**src/rtl/core/cpr_pkg.sv**
```systemverilog
// Shared definitions for the clock page replacement block.
// Opcodes, status codes, sequencer states and inter-module structs.
// No dependencies.
`default_nettype none
package cpr_pkg;

  localparam int FRAMES_DEF = 64;

  localparam int OP_W     = 3;
  localparam int IDX_W    = 6;
  localparam int STATUS_W = 2;

  localparam logic [OP_W-1:0] OP_ADD     = 3'd0;
  localparam logic [OP_W-1:0] OP_TOUCH   = 3'd1;
  localparam logic [OP_W-1:0] OP_RELEASE = 3'd2;
  localparam logic [OP_W-1:0] OP_ASSIGN  = 3'd3;
  localparam logic [OP_W-1:0] OP_PICK    = 3'd4;

  localparam logic [STATUS_W-1:0] ST_OK    = 2'd0;
  localparam logic [STATUS_W-1:0] ST_EMPTY = 2'd1;
  localparam logic [STATUS_W-1:0] ST_FULL  = 2'd2;
  localparam logic [STATUS_W-1:0] ST_RANGE = 2'd3;

  typedef enum logic [2:0] {
    S_IDLE,
    S_EXEC,
    S_READ,
    S_CHECK,
    S_RESP
  } state_t;

  // write request into the frame table
  typedef struct packed {
    logic use_we;
    logic use_d;
    logic acc_we;
    logic acc_d;
  } mem_wr_t;

  // sequencer status seen by the top level
  typedef struct packed {
    logic busy;
    logic empty;
    logic full;
  } cpr_stat_t;

endpackage
`default_nettype wire

```
**src/rtl/core/cpr_frame_mem.sv**
```systemverilog
// Frame table: in-use and accessed bits, one write port, one registered read.
// Depends on cpr_pkg.
`default_nettype none
module cpr_frame_mem #(
  parameter int DEPTH = cpr_pkg::FRAMES_DEF,
  parameter int AW    = $clog2(cpr_pkg::FRAMES_DEF)
) (
  input  wire                   clk,
  input  cpr_pkg::mem_wr_t      wr,
  input  wire  [AW-1:0]         waddr,
  input  wire  [AW-1:0]         raddr,
  output logic                  rd_use,
  output logic                  rd_acc
);

  logic use_mem [DEPTH];
  logic acc_mem [DEPTH];

  always_ff @(posedge clk) begin
    if (wr.use_we) begin
      use_mem[waddr] <= wr.use_d;
    end
    if (wr.acc_we) begin
      acc_mem[waddr] <= wr.acc_d;
    end
    rd_use <= use_mem[raddr];
    rd_acc <= acc_mem[raddr];
  end

endmodule
`default_nettype wire

```
**src/rtl/core/cpr_step_unit.sv**
```systemverilog
// Shared increment / compare / wrap unit used by the sequencer's execute and check steps.
// Depends on nothing but its parameter.
`default_nettype none
module cpr_step_unit #(
  parameter int XW = 7
) (
  input  wire  [XW-1:0] opnd,
  input  wire  [XW-1:0] bound,
  input  wire           inc,
  output logic          lt,
  output logic [XW-1:0] wrap
);

  logic [XW:0] sum;

  always_comb begin
    sum  = {1'b0, opnd} + (XW+1)'(inc);
    lt   = (sum < {1'b0, bound});
    wrap = lt ? sum[XW-1:0] : '0;
  end

endmodule
`default_nettype wire

```
**src/rtl/core/cpr_ctrl.sv**
```systemverilog
// Sequencer for the clock page replacement block: decode, table walk, result register.
// Depends on cpr_pkg; drives cpr_frame_mem and cpr_step_unit.
`default_nettype none
module cpr_ctrl #(
  parameter int FRAMES = cpr_pkg::FRAMES_DEF,
  parameter int AW     = $clog2(cpr_pkg::FRAMES_DEF),
  parameter int CW     = $clog2(cpr_pkg::FRAMES_DEF + 1),
  parameter int XW     = 7
) (
  input  wire                              clk,
  input  wire                              rst_n,
  input  wire                              in_valid,
  output logic                             in_ready,
  input  wire  [cpr_pkg::OP_W-1:0]         in_op,
  input  wire  [cpr_pkg::IDX_W-1:0]        in_idx,
  output logic                             out_valid,
  input  wire                              out_ready,
  output logic [cpr_pkg::IDX_W-1:0]        out_chosen,
  output logic [cpr_pkg::STATUS_W-1:0]     out_status,
  output cpr_pkg::mem_wr_t                 wr,
  output logic [AW-1:0]                    waddr,
  output logic [AW-1:0]                    raddr,
  input  wire                              rd_use,
  input  wire                              rd_acc,
  output logic [XW-1:0]                    u_opnd,
  output logic [XW-1:0]                    u_bound,
  output logic                             u_inc,
  input  wire                              u_lt,
  input  wire  [XW-1:0]                    u_wrap,
  output cpr_pkg::cpr_stat_t               stat
);

  cpr_pkg::state_t state_r, state_nxt;

  logic [cpr_pkg::OP_W-1:0]     op_r, op_nxt;
  logic [cpr_pkg::IDX_W-1:0]    idx_r, idx_nxt;
  logic [CW-1:0]                count_r, count_nxt;
  logic [AW-1:0]                hand_r, hand_nxt;
  logic [AW-1:0]                h_r, h_nxt;
  logic [cpr_pkg::IDX_W-1:0]    res_chosen_r, res_chosen_nxt;
  logic [cpr_pkg::STATUS_W-1:0] res_status_r, res_status_nxt;
  logic                         out_valid_r, out_valid_nxt;
  logic [cpr_pkg::IDX_W-1:0]    out_chosen_r, out_chosen_nxt;
  logic [cpr_pkg::STATUS_W-1:0] out_status_r, out_status_nxt;

  logic [XW-1:0] idx_ext;
  logic [XW-1:0] count_ext;
  logic [XW-1:0] hand_ext;
  logic [XW-1:0] h_ext;
  logic          found;
  logic          slot_free;

  assign idx_ext   = XW'(idx_r);
  assign count_ext = XW'(count_r);
  assign hand_ext  = XW'(hand_r);
  assign h_ext     = XW'(h_r);
  assign found     = !rd_use || !rd_acc;
  assign slot_free = !out_valid_r || out_ready;

  // next state
  always_comb begin
    state_nxt = state_r;
    unique case (state_r)
      cpr_pkg::S_IDLE: begin
        if (in_valid) begin
          state_nxt = cpr_pkg::S_EXEC;
        end
      end
      cpr_pkg::S_EXEC: begin
        if (op_r == cpr_pkg::OP_PICK && count_r != '0) begin
          state_nxt = cpr_pkg::S_READ;
        end else begin
          state_nxt = cpr_pkg::S_RESP;
        end
      end
      cpr_pkg::S_READ: begin
        state_nxt = cpr_pkg::S_CHECK;
      end
      cpr_pkg::S_CHECK: begin
        state_nxt = found ? cpr_pkg::S_RESP : cpr_pkg::S_READ;
      end
      cpr_pkg::S_RESP: begin
        if (slot_free) begin
          state_nxt = cpr_pkg::S_IDLE;
        end
      end
      default: begin
        state_nxt = cpr_pkg::S_IDLE;
      end
    endcase
  end

  // datapath and outputs
  always_comb begin
    in_ready       = (state_r == cpr_pkg::S_IDLE);
    wr             = '0;
    waddr          = h_r;
    raddr          = h_r;
    u_opnd         = '0;
    u_bound        = count_ext;
    u_inc          = 1'b0;
    op_nxt         = op_r;
    idx_nxt        = idx_r;
    count_nxt      = count_r;
    hand_nxt       = hand_r;
    h_nxt          = h_r;
    res_chosen_nxt = res_chosen_r;
    res_status_nxt = res_status_r;
    out_valid_nxt  = out_valid_r && !out_ready;
    out_chosen_nxt = out_chosen_r;
    out_status_nxt = out_status_r;

    unique case (state_r)
      cpr_pkg::S_IDLE: begin
        if (in_valid) begin
          op_nxt  = in_op;
          idx_nxt = in_idx;
        end
      end
      cpr_pkg::S_EXEC: begin
        res_chosen_nxt = '0;
        res_status_nxt = cpr_pkg::ST_OK;
        unique case (op_r)
          cpr_pkg::OP_ADD: begin
            u_opnd  = count_ext;
            u_bound = XW'(FRAMES);
            if (u_lt) begin
              wr.use_we      = 1'b1;
              wr.use_d       = 1'b1;
              wr.acc_we      = 1'b1;
              wr.acc_d       = 1'b0;
              waddr          = count_r[AW-1:0];
              res_chosen_nxt = count_ext[cpr_pkg::IDX_W-1:0];
              count_nxt      = count_r + CW'(1);
            end else begin
              res_status_nxt = cpr_pkg::ST_FULL;
            end
          end
          cpr_pkg::OP_TOUCH, cpr_pkg::OP_RELEASE, cpr_pkg::OP_ASSIGN: begin
            u_opnd = idx_ext;
            waddr  = idx_ext[AW-1:0];
            if (u_lt) begin
              wr.acc_we = 1'b1;
              wr.acc_d  = (op_r == cpr_pkg::OP_TOUCH);
              wr.use_we = (op_r != cpr_pkg::OP_TOUCH);
              wr.use_d  = (op_r == cpr_pkg::OP_ASSIGN);
            end else begin
              res_status_nxt = cpr_pkg::ST_RANGE;
            end
          end
          cpr_pkg::OP_PICK: begin
            // hand at or beyond the count restarts at frame 0
            u_opnd = hand_ext;
            if (count_r == '0) begin
              res_status_nxt = cpr_pkg::ST_EMPTY;
            end else begin
              h_nxt = u_wrap[AW-1:0];
            end
          end
          default: begin
          end
        endcase
      end
      cpr_pkg::S_READ: begin
        raddr = h_r;
      end
      cpr_pkg::S_CHECK: begin
        u_opnd = h_ext;
        u_inc  = 1'b1;
        if (found) begin
          res_chosen_nxt = h_ext[cpr_pkg::IDX_W-1:0];
          hand_nxt       = u_wrap[AW-1:0];
        end else begin
          // second chance: clear the accessed bit and move on
          wr.acc_we = 1'b1;
          wr.acc_d  = 1'b0;
          waddr     = h_r;
          h_nxt     = u_wrap[AW-1:0];
        end
      end
      cpr_pkg::S_RESP: begin
        if (slot_free) begin
          out_valid_nxt  = 1'b1;
          out_chosen_nxt = res_chosen_r;
          out_status_nxt = res_status_r;
        end
      end
      default: begin
      end
    endcase
  end

  always_ff @(posedge clk) begin
    if (!rst_n) begin
      state_r     <= cpr_pkg::S_IDLE;
      count_r     <= '0;
      hand_r      <= '0;
      out_valid_r <= 1'b0;
    end else begin
      state_r     <= state_nxt;
      count_r     <= count_nxt;
      hand_r      <= hand_nxt;
      out_valid_r <= out_valid_nxt;
    end
  end

  always_ff @(posedge clk) begin
    op_r         <= op_nxt;
    idx_r        <= idx_nxt;
    h_r          <= h_nxt;
    res_chosen_r <= res_chosen_nxt;
    res_status_r <= res_status_nxt;
    out_chosen_r <= out_chosen_nxt;
    out_status_r <= out_status_nxt;
  end

  assign out_valid  = out_valid_r;
  assign out_chosen = out_chosen_r;
  assign out_status = out_status_r;

  assign stat.busy  = (state_r != cpr_pkg::S_IDLE);
  assign stat.empty = (count_r == '0);
  assign stat.full  = (count_r == CW'(FRAMES));

endmodule
`default_nettype wire

```
**src/rtl/core/clock_page_replacement_top.sv**
```systemverilog
// Top level of the second-chance (clock) page replacement victim selector.
// Depends on cpr_pkg, cpr_frame_mem, cpr_step_unit and cpr_ctrl.
//
// One operation per input transfer (add, touch, release, assign, pick), one
// result transfer per operation. Frames are appended in index order and never
// removed, so the frame count doubles as the fill mark of the frame table:
// no entry at or past the count is ever read, and the table needs no clearing
// pass after reset. The block takes one operation at a time. Add, touch,
// release, assign, an unknown code and a pick on an empty table go from the
// execute step straight to the result step, which loads result valid into the
// output register; the next input transfer is taken back in the idle step. A
// pick goes from the execute step through a read step and a check step for
// each frame examined (1 to count+1 frames): each frame costs one read
// of the frame table (registered read) and one pass through the shared
// increment/compare/wrap unit, which also does every range check. A finished
// result sits in the output register, and the next operation is taken while it
// waits; the sequencer only holds in its final step if the output register is
// still occupied.
`default_nettype none
module clock_page_replacement_top #(
  parameter int FRAMES = cpr_pkg::FRAMES_DEF
) (
  input  wire        clk,
  input  wire        rst_n,
  input  wire        in_tvalid,
  output logic       in_tready,
  input  wire  [7:0] in_tdata,   // [5:0] frame_index, [7:6] zero pad
  input  wire  [2:0] in_tuser,   // [2:0] operation
  output logic       out_tvalid,
  input  wire        out_tready,
  output logic [7:0] out_tdata,  // [5:0] chosen_frame, [7:6] zero pad
  output logic [1:0] out_tuser   // [1:0] status
);

  localparam int AW = (FRAMES > 1) ? $clog2(FRAMES) : 1;
  localparam int CW = $clog2(FRAMES + 1);
  localparam int XW = (CW > cpr_pkg::IDX_W) ? CW : cpr_pkg::IDX_W;

  cpr_pkg::mem_wr_t   wr;
  cpr_pkg::cpr_stat_t stat;
  logic [AW-1:0]      waddr;
  logic [AW-1:0]      raddr;
  logic               rd_use;
  logic               rd_acc;
  logic [XW-1:0]      u_opnd;
  logic [XW-1:0]      u_bound;
  logic               u_inc;
  logic               u_lt;
  logic [XW-1:0]      u_wrap;
  logic [cpr_pkg::IDX_W-1:0] chosen;

  // frame table, filled in index order behind the frame count
  cpr_frame_mem #(
    .DEPTH (FRAMES),
    .AW    (AW)
  ) u_mem (
    .clk    (clk),
    .wr     (wr),
    .waddr  (waddr),
    .raddr  (raddr),
    .rd_use (rd_use),
    .rd_acc (rd_acc)
  );

  // one adder and comparator shared by the execute and check steps
  cpr_step_unit #(
    .XW (XW)
  ) u_step (
    .opnd  (u_opnd),
    .bound (u_bound),
    .inc   (u_inc),
    .lt    (u_lt),
    .wrap  (u_wrap)
  );

  cpr_ctrl #(
    .FRAMES (FRAMES),
    .AW     (AW),
    .CW     (CW),
    .XW     (XW)
  ) u_ctrl (
    .clk        (clk),
    .rst_n      (rst_n),
    .in_valid   (in_tvalid),
    .in_ready   (in_tready),
    .in_op      (in_tuser),
    .in_idx     (in_tdata[cpr_pkg::IDX_W-1:0]),
    .out_valid  (out_tvalid),
    .out_ready  (out_tready),
    .out_chosen (chosen),
    .out_status (out_tuser),
    .wr         (wr),
    .waddr      (waddr),
    .raddr      (raddr),
    .rd_use     (rd_use),
    .rd_acc     (rd_acc),
    .u_opnd     (u_opnd),
    .u_bound    (u_bound),
    .u_inc      (u_inc),
    .u_lt       (u_lt),
    .u_wrap     (u_wrap),
    .stat       (stat)
  );

  assign out_tdata = {2'b00, chosen};

`ifndef SYNTHESIS
  // input is never accepted again in the cycle after an accepted operation
  a_accept_busy: assert property (@(posedge clk) disable iff (!rst_n)
    in_tvalid && in_tready |=> !in_tready)
    else $error("input accepted on back-to-back cycles");

  // any failing status carries a zero frame index
  a_fail_zero: assert property (@(posedge clk) disable iff (!rst_n)
    out_tvalid && out_tuser != cpr_pkg::ST_OK |-> out_tdata == 8'd0)
    else $error("nonzero frame index with failing status");

  // a table-full result implies the frame count is at its limit
  a_full_cnt: assert property (@(posedge clk) disable iff (!rst_n)
    out_tvalid && out_tuser == cpr_pkg::ST_FULL |-> stat.full)
    else $error("full status while table has room");

  // an empty-table result held while idle implies no frames yet
  a_empty_cnt: assert property (@(posedge clk) disable iff (!rst_n)
    out_tvalid && out_tuser == cpr_pkg::ST_EMPTY && !stat.busy |-> stat.empty)
    else $error("empty status while table holds frames");
`endif

endmodule
`default_nettype wire
```
**config.mk**
```make
export PLATFORM = sky130hd
export DESIGN_NAME = clock_page_replacement_top
export DESIGN_NICKNAME = d
export VERILOG_FILES = /design/src/rtl/core/cpr_pkg.sv /design/src/rtl/core/cpr_frame_mem.sv /design/src/rtl/core/cpr_step_unit.sv /design/src/rtl/core/cpr_ctrl.sv /design/src/rtl/core/clock_page_replacement_top.sv
export SDC_FILE = /design/constraint.sdc
export NUM_CORES = 1
export LEC_CHECK = 0
export ABC_CLOCK_PERIOD_IN_PS = 9000
export BUFFER_PORTS_ARGS = -buffer_cell sky130_fd_sc_hd__buf_2
export CORE_MARGIN = 1.5
export CORE_UTILIZATION = 35
export CTS_BUF_LIST = sky130_fd_sc_hd__clkbuf_8
export DETAILED_ROUTE_END_ITERATION = 10
export GPL_ROUTABILITY_DRIVEN = 0
export PLACE_DENSITY_LB_ADDON = 0.2
export SLEW_MARGIN = 15
export SYNTH_ARGS = -nofsm -noshare
export SYNTH_HDL_FRONTEND = slang
export SYNTH_HIERARCHICAL = 1
export SYNTH_SLANG_ARGS = --single-unit
```
**constraint.sdc**
```tcl
create_clock -name clk -period 9 [get_ports clk]
set_clock_uncertainty 0.1 [all_clocks]
set_input_delay 1.8 -clock clk [delete_from_list [all_inputs] [get_ports clk]]
set_output_delay 1.8 -clock clk [all_outputs]
set_load 0.1 [all_outputs]
```
==> impl_metrics.json, run 1 <==
{
  "core_mm2": 0.0236,
  "crit_path_max_incr_delay_ps": 740,
  "min_path_type": "flip-flop to flip-flop",
  "cts.sinks": 178,
  "clock-root-buffer": "clkbuf_8",
  "yosys_warnings": 6,
  "total_power_mw": 1.52,
  "final_cell_mix": "edfxtp_1, nor2_1, nand2_1",
  "path_buf_inv": 1,
  "switching_share_pct": 24.6,
  "drt_iter0_markers": 471,
  "firstDrtPassIters": 4,
  "setup_slack_ps": 2480,
  "start_util_pct": 35.9,
  "max_freq_ghz": 0.153,
  "worstSetupPathType": "flip-flop to flip-flop",
  "path_max_fanout": 16,
  "fillers": 2318,
  "remaining_drc_errors": 0,
  "fp.dieH_um": 159,
  "postSynthAreaPerCell_um2": 12.1,
  "via_count": 5414,
  "track_usage_pct": 16.4,
  "end_kind": "flip-flop",
  "critPathLaunchType": "flip-flop",
  "area_delta_synth_final_pct": 8.88,
  "finalSetupTns_ps": 0,
  "clockBufferDepth": 2,
  "outcome": "completed",
  "hold_buffers": 0,
  "fin_nets": 735,
  "grt_pass1_vias": 5496,
  "slew_violations": 0,
  "cts.clk_slew.worst_paths_ps": 100,
  "insertion_delay_ps": 470,
  "internal_power_mw": 1.15,
  "fin_crit_ps": 6520,
  "dieArea_mm2": 0.0251,
  "placementRows": 56,
  "rsz0062_at_grt": "false",
  "numCtsBuffers": 17,
  "post-route-util_pct": 39.0,
  "grt_max_degree": 65,
  "arrival_ps": 6580,
  "finalHoldViolCount": 0,
  "p_per_area_mw_per_mm2": 165,
  "via_per_inst": 5.20,
  "wl_per_cell_um": 18.4,
  "critical_path.slowest_cell": "nor2_1",
  "cts_resized": 0,
  "ant_nets": 0,
  "antenna_found_initial": 0,
  "io-pin-count": 27,
  "drv_cap": 0,
  "required_ps": 9060,
  "worstMarginPinSlew_ps": 891,
  "pre_cts_ws_ps": 2610,
  "cts_tree": "done",
  "net-switching-power_uw": 374,
  "final_common_cell": "edfxtp_1",
  "routed_wl_um": 19200,
  "power.share.sequential_pct": 59.2,
  "grt_pass1_wl_um": 30300,
  "relSlewSlack_pct": 40.4,
  "clock_power_share_pct": 37.1,
  "drive_gt1_share_pct": 12.5,
  "io_buffers": 22,
  "grt_overflow_total": 0,
  "htree_num_levels": 4,
  "whs_ps": 325,
  "dpl.hpwl_um": 12300,
  "postCtsSetupBuffers": 0,
  "syn-cell-area_mm2": 0.00847,
  "cp_cell_sequence": "nor2_1 > and3_1 > a221o_1 > ha_1 > ha_1 > nand3_1 > xnor2_1 > ha_1 > o2111ai_1 > a21oi_1 > nor2_1 > nand2_1 > o22ai_1 > a2bb2oi_1 > nand3b_1 > inv_1 > nand2_1 > nor2_1",
  "vdd_drop_max_mv": 0.103,
  "num_antenna_cells": 0,
  "die_w_um": 159,
  "p_comb_share_pct": 3.7,
  "syn_inst": 702,
  "crit_family": "simple AND/OR/NAND/NOR gates",
  "period_share_pct": 72.5,
  "p_leak_nw": 2.99,
  "finalSetupViolCount": 0
}
## power groups by stage
stage	clock network, mW	registers (mW)	logic, mW
floorplan	0	0.924	0.0370
global placement	0	0.919	0.0550
detailed placement	0	0.919	0.0559
CTS	0.581	0.900	0.0560
global route	0.610	0.901	0.0611
finish	0.563	0.900	0.0562
## flip-flops by register name, summed over array words and instances, names as in the netlist, 3 cells and up
register	cells
u_mem/acc_mem	64
u_mem/use_mem	64
u_ctrl/count_ext	7
u_ctrl/hand_r	6
u_ctrl/idx_r	6
u_ctrl/out_chosen	6
u_ctrl/raddr	6
u_ctrl/res_chosen_r	6
u_ctrl/op_r	3
u_ctrl/state_r	3
## layout make-up
type | count | area [µm²] | share of cell area [%]
well taps | 319 | 399 | 4.33
multi-input cells | 461 | 3000 | 32.5
clock inverters | 15 | 193 | 2.09
repair buffers | 27 | 148 | 1.60
clock buffers | 17 | 234 | 2.54
inverters | 24 | 90.1 | 0.977
flip-flops and latches | 178 | 5150 | 55.9
## final timing paths
check / slack, ps / cells past startpoint / endpoint / start
max: 2480 / 18 / u_mem/use_mem[30] / u_ctrl/op_r[1]
min: 330 / 0 / u_ctrl/out_chosen[3] / u_ctrl/res_chosen_r[3]
max reg2reg: 2480 / 18 / u_mem/use_mem[30] / u_ctrl/op_r[1]
min reg2reg: 330 / 0 / u_ctrl/out_chosen[3] / u_ctrl/res_chosen_r[3]
## layer usage
metal | up-vias | global-route usage, % | share of wire, %
li1 | 2559 | - | -
met1 | 2713 | 20.6 | 44
met2 | 114 | 28.2 | 50
met3 | 28 | 3.32 | 3.8
met4 | 0 | 5.21 | 1.7
met5 | - | 0 | 0
## through the flow
| step | area, µm² | instances |
|---|---|---|
| after floorplan | 8470 | 703 |
| after global placement | 8790 | 1009 |
| after detailed placement | 8790 | 1009 |
| after CTS | 9220 | 1041 |
| after global routing | 9220 | 1041 |
| final | 9220 | 1041 |
Note: power is estimated with default switching activity, not from simulation.
==> inputs of run 2 (changes only) <==
--- a/config.mk
+++ b/config.mk
@@ -5,7 +5,8 @@
 export SDC_FILE = /design/constraint.sdc
 export NUM_CORES = 1
 export LEC_CHECK = 0
-export ABC_CLOCK_PERIOD_IN_PS = 9000
+export ABC_AREA = 1
+export ABC_CLOCK_PERIOD_IN_PS = 6400
 export BUFFER_PORTS_ARGS = -buffer_cell sky130_fd_sc_hd__buf_2
 export CORE_MARGIN = 1.5
 export CORE_UTILIZATION = 35
==> constraint.sdc (replaced) <==
create_clock -name clk -period 6.4 [get_ports clk]
set_clock_uncertainty 0.1 [all_clocks]
set_input_delay 1.28 -clock clk [delete_from_list [all_inputs] [get_ports clk]]
set_output_delay 1.28 -clock clk [all_outputs]
set_load 0.1 [all_outputs]
==> run 2 against run 1 <==
Wire length grew 16%. Fmax grew 19%. Worst hold slack lost 5.3 ps. First-iteration DRC count grew 1.5%. Register-to-register slack lost 1600 ps. Sequential power grew 41%. Sequential share of layout area shrank 2.4 points. Count of clock-buffer cells in the layout is the same. Utilization grew 0.45 points. Design area grew 4.5%. Via count grew 22%. Critical path depth grew 3. Critical endpoint is now u_mem/acc_mem[4]. Largest power group unchanged.
==> impl_metrics.json, run 2 <==
{
  "place_inst": 1266,
  "min_path_type": "flip-flop to flip-flop",
  "postSynthAreaPerCell_um2": 9.19,
  "p_per_area_mw_per_mm2": 239,
  "path_buf_inv": 2,
  "routed_wl_um": 22200,
  "fin_nets": 987,
  "cts.sinks": 178,
  "relSlewSlack_pct": 22.1,
  "crit_path_max_incr_delay_ps": 700,
  "fin_cells": 1298,
  "area_delta_synth_final_pct": 10.5,
  "worstMarginPinSlew_ps": 1160,
  "clock-root-buffer": "clkbuf_8",
  "hold_buffers": 0,
  "required_ps": 6450,
  "start_util_pct": 35.7,
  "drv_cap": 0,
  "num_antenna_cells": 0,
  "clockBufferDepth": 2,
  "grt_pass1_vias": 6383,
  "antenna_found_initial": 0,
  "gr-usage-met2_pct": 29.0,
  "finalHoldViolCount": 0,
  "htree_num_levels": 4,
  "r2r_end": "u_mem/acc_mem[4]",
  "p_leak_nw": 3.44,
  "worstSetupPathType": "flip-flop to flip-flop",
  "finalSetupTns_ps": 0,
  "core_mm2": 0.0244,
  "grt_pass1_wl_um": 35500,
  "ant_nets": 0,
  "final_common_cell": "nand2_1",
  "post-route-util_pct": 39.5,
  "cts.clk_slew.worst_paths_ps": 100,
  "dpl.hpwl_um": 13600,
  "path_max_fanout": 16,
  "remaining_drc_errors": 0,
  "cts_tree": "done",
  "period_share_pct": 85.7,
  "busiest_layer": "met2",
  "fp.dieH_um": 161,
  "hold_end": "u_ctrl/out_chosen[5]",
  "critical_path.slowest_cell": "nand3b_1",
  "min_from": "u_ctrl/res_chosen_r[5]",
  "syn-cell-area_mm2": 0.00871,
  "io-pin-count": 27,
  "met1_usage_pct": 25.3,
  "track_usage_pct": 17.9,
  "yosys_warnings": 6,
  "wl_per_cell_um": 17.1,
  "dieArea_mm2": 0.0258,
  "outcome": "completed",
  "placementRows": 57,
  "final_cell_mix": "nand2_1, edfxtp_1, nand3_1",
  "die_w_um": 161,
  "syn_inst": 948,
  "numCtsBuffers": 17,
  "rsz0062_at_grt": "false",
  "r2r_setup_slack_ps": 910,
  "use_met3_pct": 2.25,
  "grt_overflow_total": 0,
  "drive_gt1_share_pct": 11.4,
  "max_freq_ghz": 0.182,
  "crit_family": "simple AND/OR/NAND/NOR gates",
  "fin_crit_ps": 5490,
  "grt_max_degree": 65,
  "vdd_drop_max_mv": 0.156,
  "insertion_delay_ps": 460,
  "cp_common_cell": "nand2_1",
  "r2r_start": "u_ctrl/op_r[2]",
  "r2r_cells": 21,
  "via_per_inst": 5.09,
  "finalSetupViolCount": 0,
  "drt_iter0_markers": 478,
  "end_kind": "flip-flop",
  "critPathLaunchType": "flip-flop",
  "arrival_ps": 5540,
  "postCtsSetupBuffers": 0,
  "cts_resized": 0,
  "cp_cell_sequence": "nor2_1 > nand2_1 > o211ai_1 > nand2_1 > nand2_1 > ha_1 > nand3_1 > nor2_1 > xor2_1 > inv_1 > ha_1 > nand2_1 > nand2_1 > a21oi_1 > nor2b_1 > nand2_2 > inv_1 > o21a_1 > o21ai_0 > nand3b_1 > nor3_1",
  "via_count": 6605,
  "holdPathStages": 0,
  "io_buffers": 22,
  "slew_violations": 0,
  "firstDrtPassIters": 7
}
==> run 2: how the worst max path moves through the flow <==
stage,startpoint,endpoint,slack [ps],depth (start not counted)
CTS,u_ctrl/op_r[2],u_mem/use_mem[6],880,23
detailed placement,u_ctrl/op_r[2],u_mem/use_mem[6],960,23
global route,u_ctrl/op_r[2],u_mem/acc_mem[4],360,21
finish,u_ctrl/op_r[2],u_mem/acc_mem[4],910,21
floorplan,u_ctrl/op_r[1],u_mem/acc_mem[0],290,20
global placement,u_ctrl/op_r[2],u_mem/acc_mem[2],1020,21
==> run 2: final cells by class <==
| cell class | count | area [µm²] |
|---|---|---|
| inverters | 68 | 255 |
| repair buffers | 48 | 305 |
| multi-input cells | 648 | 3050 |
| clock inverters | 15 | 221 |
| flip-flops and latches | 178 | 5150 |
| fillers | 2497 | 14800 |
| well taps | 324 | 405 |
| clock buffers | 17 | 234 |
==> run 2: report_power, final <==
group	total (mW)	switching, mW	internal (mW)	leakage, nW
Sequential	1.27	0.00751	1.27	1.48
Combinational	0.141	0.114	0.0273	1.74
Clock	0.886	0.447	0.439	0.217
Total	2.30	0.568	1.73	3.44
==> run 2: per-layer routing <==
layer	wire length, µm	part of all wire (%)
met1	10500	47
met2	10700	48
met3	867	3.9
met4	244	1.1
met5	0	0
==> run 2: per-stage QoR <==
stage / power, mW / cell area, µm² / worst slack, ps / hold WS (ps)
after floorplan: 1.40 / 8720 / 289 / 300
after global placement: 1.44 / 9180 / 1020 / 306
after detailed placement: 1.44 / 9180 / 960 / 305
after CTS: 2.32 / 9630 / 884 / 320
after global routing: 2.38 / 9630 / 358 / 321
final: 2.30 / 9630 / 913 / 320
==> inputs of run 3 (changes only) <==
--- a/config.mk
+++ b/config.mk
@@ -6,7 +6,7 @@
 export NUM_CORES = 1
 export LEC_CHECK = 0
 export ABC_AREA = 1
-export ABC_CLOCK_PERIOD_IN_PS = 6400
+export ABC_CLOCK_PERIOD_IN_PS = 4550
 export BUFFER_PORTS_ARGS = -buffer_cell sky130_fd_sc_hd__buf_2
 export CORE_MARGIN = 1.5
 export CORE_UTILIZATION = 35
==> constraint.sdc (replaced) <==
create_clock -name clk -period 4.55 [get_ports clk]
set_clock_uncertainty 0.1 [all_clocks]
set_input_delay 0.91 -clock clk [delete_from_list [all_inputs] [get_ports clk]]
set_output_delay 0.91 -clock clk [all_outputs]
set_load 0.1 [all_outputs]
==> run 3 against run 2 <==
Power up 34%. Die area unchanged. Worst hold slack better by 4.6 ps. Sequential share of layout area down 3.0 points. First-iteration DRC count up 0.21%. Flip-flop and latch count unchanged. Global-route usage about the same.
==> impl_metrics.json, run 3 (synthesized netlist as in run 2, its figures left out) <==
{
  "outcome": "completed",
  "place_area_mm2": 0.00949,
  "fin_area_mm2": 0.0102,
  "critPathLaunchType": "flip-flop",
  "final-seq-area_mm2": 0.00515,
  "worstSetupPathType": "flip-flop to flip-flop",
  "finalSetupViolCount": 0,
  "worstMarginPinSlew_ps": 1060,
  "r2r_end": "u_mem/use_mem[44]",
  "multi_input_area_mm2": 0.00335,
  "finalHoldViolCount": 0,
  "power.share.sequential_pct": 58.1,
  "setup_slack_ps": 260,
  "grt_pass1_wl_um": 35500,
  "switching_share_pct": 25.6,
  "internal_power_mw": 2.29,
  "period_share_pct": 94.3,
  "fin_crit_ps": 4290,
  "start_util_pct": 35.7,
  "drt_iter0_markers": 479,
  "fillers": 2470,
  "holdPathStages": 0,
  "final_common_cell": "nand2_1",
  "drive_gt1_share_pct": 19.9,
  "via_count": 6620,
  "drv_cap": 0,
  "arrival_ps": 4350,
  "vdd_drop_max_mv": 0.174,
  "relSlewSlack_pct": 29.2,
  "clockBufferDepth": 2,
  "gr-usage-met2_pct": 29.1,
  "ant_nets": 0,
  "wl_per_cell_um": 16.8,
  "cts_tree": "done",
  "hold_end": "u_ctrl/out_chosen[1]",
  "whs_ps": 324,
  "placementRows": 57,
  "dpl.hpwl_um": 13400,
  "io-pin-count": 27,
  "min_path_type": "flip-flop to flip-flop",
  "routed_wl_um": 22300,
  "via_per_inst": 4.97,
  "p_comb_share_pct": 8.1,
  "cts.sinks": 178,
  "cp_common_cell": "nand2_1",
  "track_usage_pct": 17.9,
  "p_leak_nw": 3.67,
  "cts.clk_slew.worst_paths_ps": 90,
  "antenna_found_initial": 0,
  "met1_usage_pct": 25.0,
  "p_per_area_mw_per_mm2": 302,
  "pre_cts_ws_ps": -92.0,
  "path_max_fanout": 16,
  "grt_pass1_vias": 6375,
  "crit_path_max_incr_delay_ps": 460,
  "net-switching-power_uw": 788,
  "r2r_start": "u_ctrl/op_r[1]",
  "fp.dieH_um": 161,
  "slew_violations": 0,
  "r2r_setup_slack_ps": 260,
  "end_kind": "flip-flop",
  "max_freq_ghz": 0.233,
  "busiest_layer": "met2",
  "die_w_um": 161,
  "num_antenna_cells": 0,
  "final_cell_mix": "nand2_1, edfxtp_1, nand3_1",
  "rsz0062_at_grt": "true",
  "total_power_mw": 3.08,
  "min_from": "u_ctrl/res_chosen_r[1]",
  "grt_overflow_total": 0,
  "insertion_delay_ps": 450,
  "core_mm2": 0.0244,
  "io_buffers": 22,
  "numCtsBuffers": 17,
  "dieArea_mm2": 0.0258,
  "firstDrtPassIters": 5,
  "clock-root-buffer": "clkbuf_8",
  "clock_power_share_pct": 33.8,
  "critical_path.slowest_cell": "edfxtp_1",
  "htree_num_levels": 4,
  "area_delta_synth_final_pct": 17.1,
  "fin_nets": 1021,
  "hold_buffers": 0,
  "remaining_drc_errors": 0,
  "r2r_cells": 25,
  "grt_max_degree": 67,
  "use_met3_pct": 2.89,
  "required_ps": 4610
}
[run 3: worst max-delay path, delay by kind of cell, from the launching register on]
kind | cells | cell delay, ps
DFF | 1 | 460
buffers and inverters | 5 | 600
xor gates and xnor gates | 1 | 140
adders and majority gates | 3 | 580
and+or+nand+nor | 12 | 1430
AOI/OAI and AO/OA | 4 | 650
[run 3: power groups by stage]
stage / clock network [mW] / registers [mW] / logic, mW
floorplan: 0 / 1.85 / 0.122
global placement: 0 / 1.82 / 0.232
detailed placement: 0 / 1.83 / 0.232
CTS: 1.07 / 1.79 / 0.233
global route: 1.13 / 1.79 / 0.268
finish: 1.04 / 1.79 / 0.250
[run 3: cell type report]
type                            count  area share, %
Multi-Input combinational cell    648           32.9
Inverter                           68           2.55
Clock inverter                     14           1.30
Sequential cell                   178           50.5
Clock buffer                       17           2.29
Timing Repair Buffer               82           6.45
Tap cell                          324           3.97
[run 3: how the worst max path moves through the flow]
stage / from / to / cells past startpoint
after detailed placement: u_ctrl/op_r[1] / u_mem/acc_mem[5] / 24
after global routing: u_ctrl/op_r[1] / u_mem/use_mem[54] / 29
after CTS: u_ctrl/op_r[1] / u_mem/acc_mem[61] / 28
final: u_ctrl/op_r[1] / u_mem/use_mem[44] / 25
after floorplan: u_ctrl/op_r[1] / u_mem/use_mem[62] / 27
after global placement: u_ctrl/op_r[1] / u_mem/acc_mem[0] / 26
[run 3: per-layer routing]
| metal | vias to the layer above | share of wire (%) |
|---|---|---|
| met2 | 115 | 48 |
| met3 | 13 | 3.0 |
| li1 | 3320 | - |
| met4 | 0 | 1.0 |
| met5 | - | 0 |
| met1 | 3172 | 48 |
[run 3: timing repair]
item | in CTS | in global routing
setup buffers | 0 | 3
pin swaps | 0 | 3
setup endpoints to repair | 63 | 128
gates resized for setup | 1 | 75
[run 3: per-stage QoR]
stage | TNS, ps | std cells | utilization, %
6_report | 0 | 1331 | 41.8
4_1_cts | 0 | 1328 | 40.4
2_1_floorplan | 0 | 949 | -
5_1_grt | -250 | 1331 | 41.8
3_3_place_gp | 0 | 1297 | 38.9
3_5_place_dp | -1330 | 1297 | 38.9
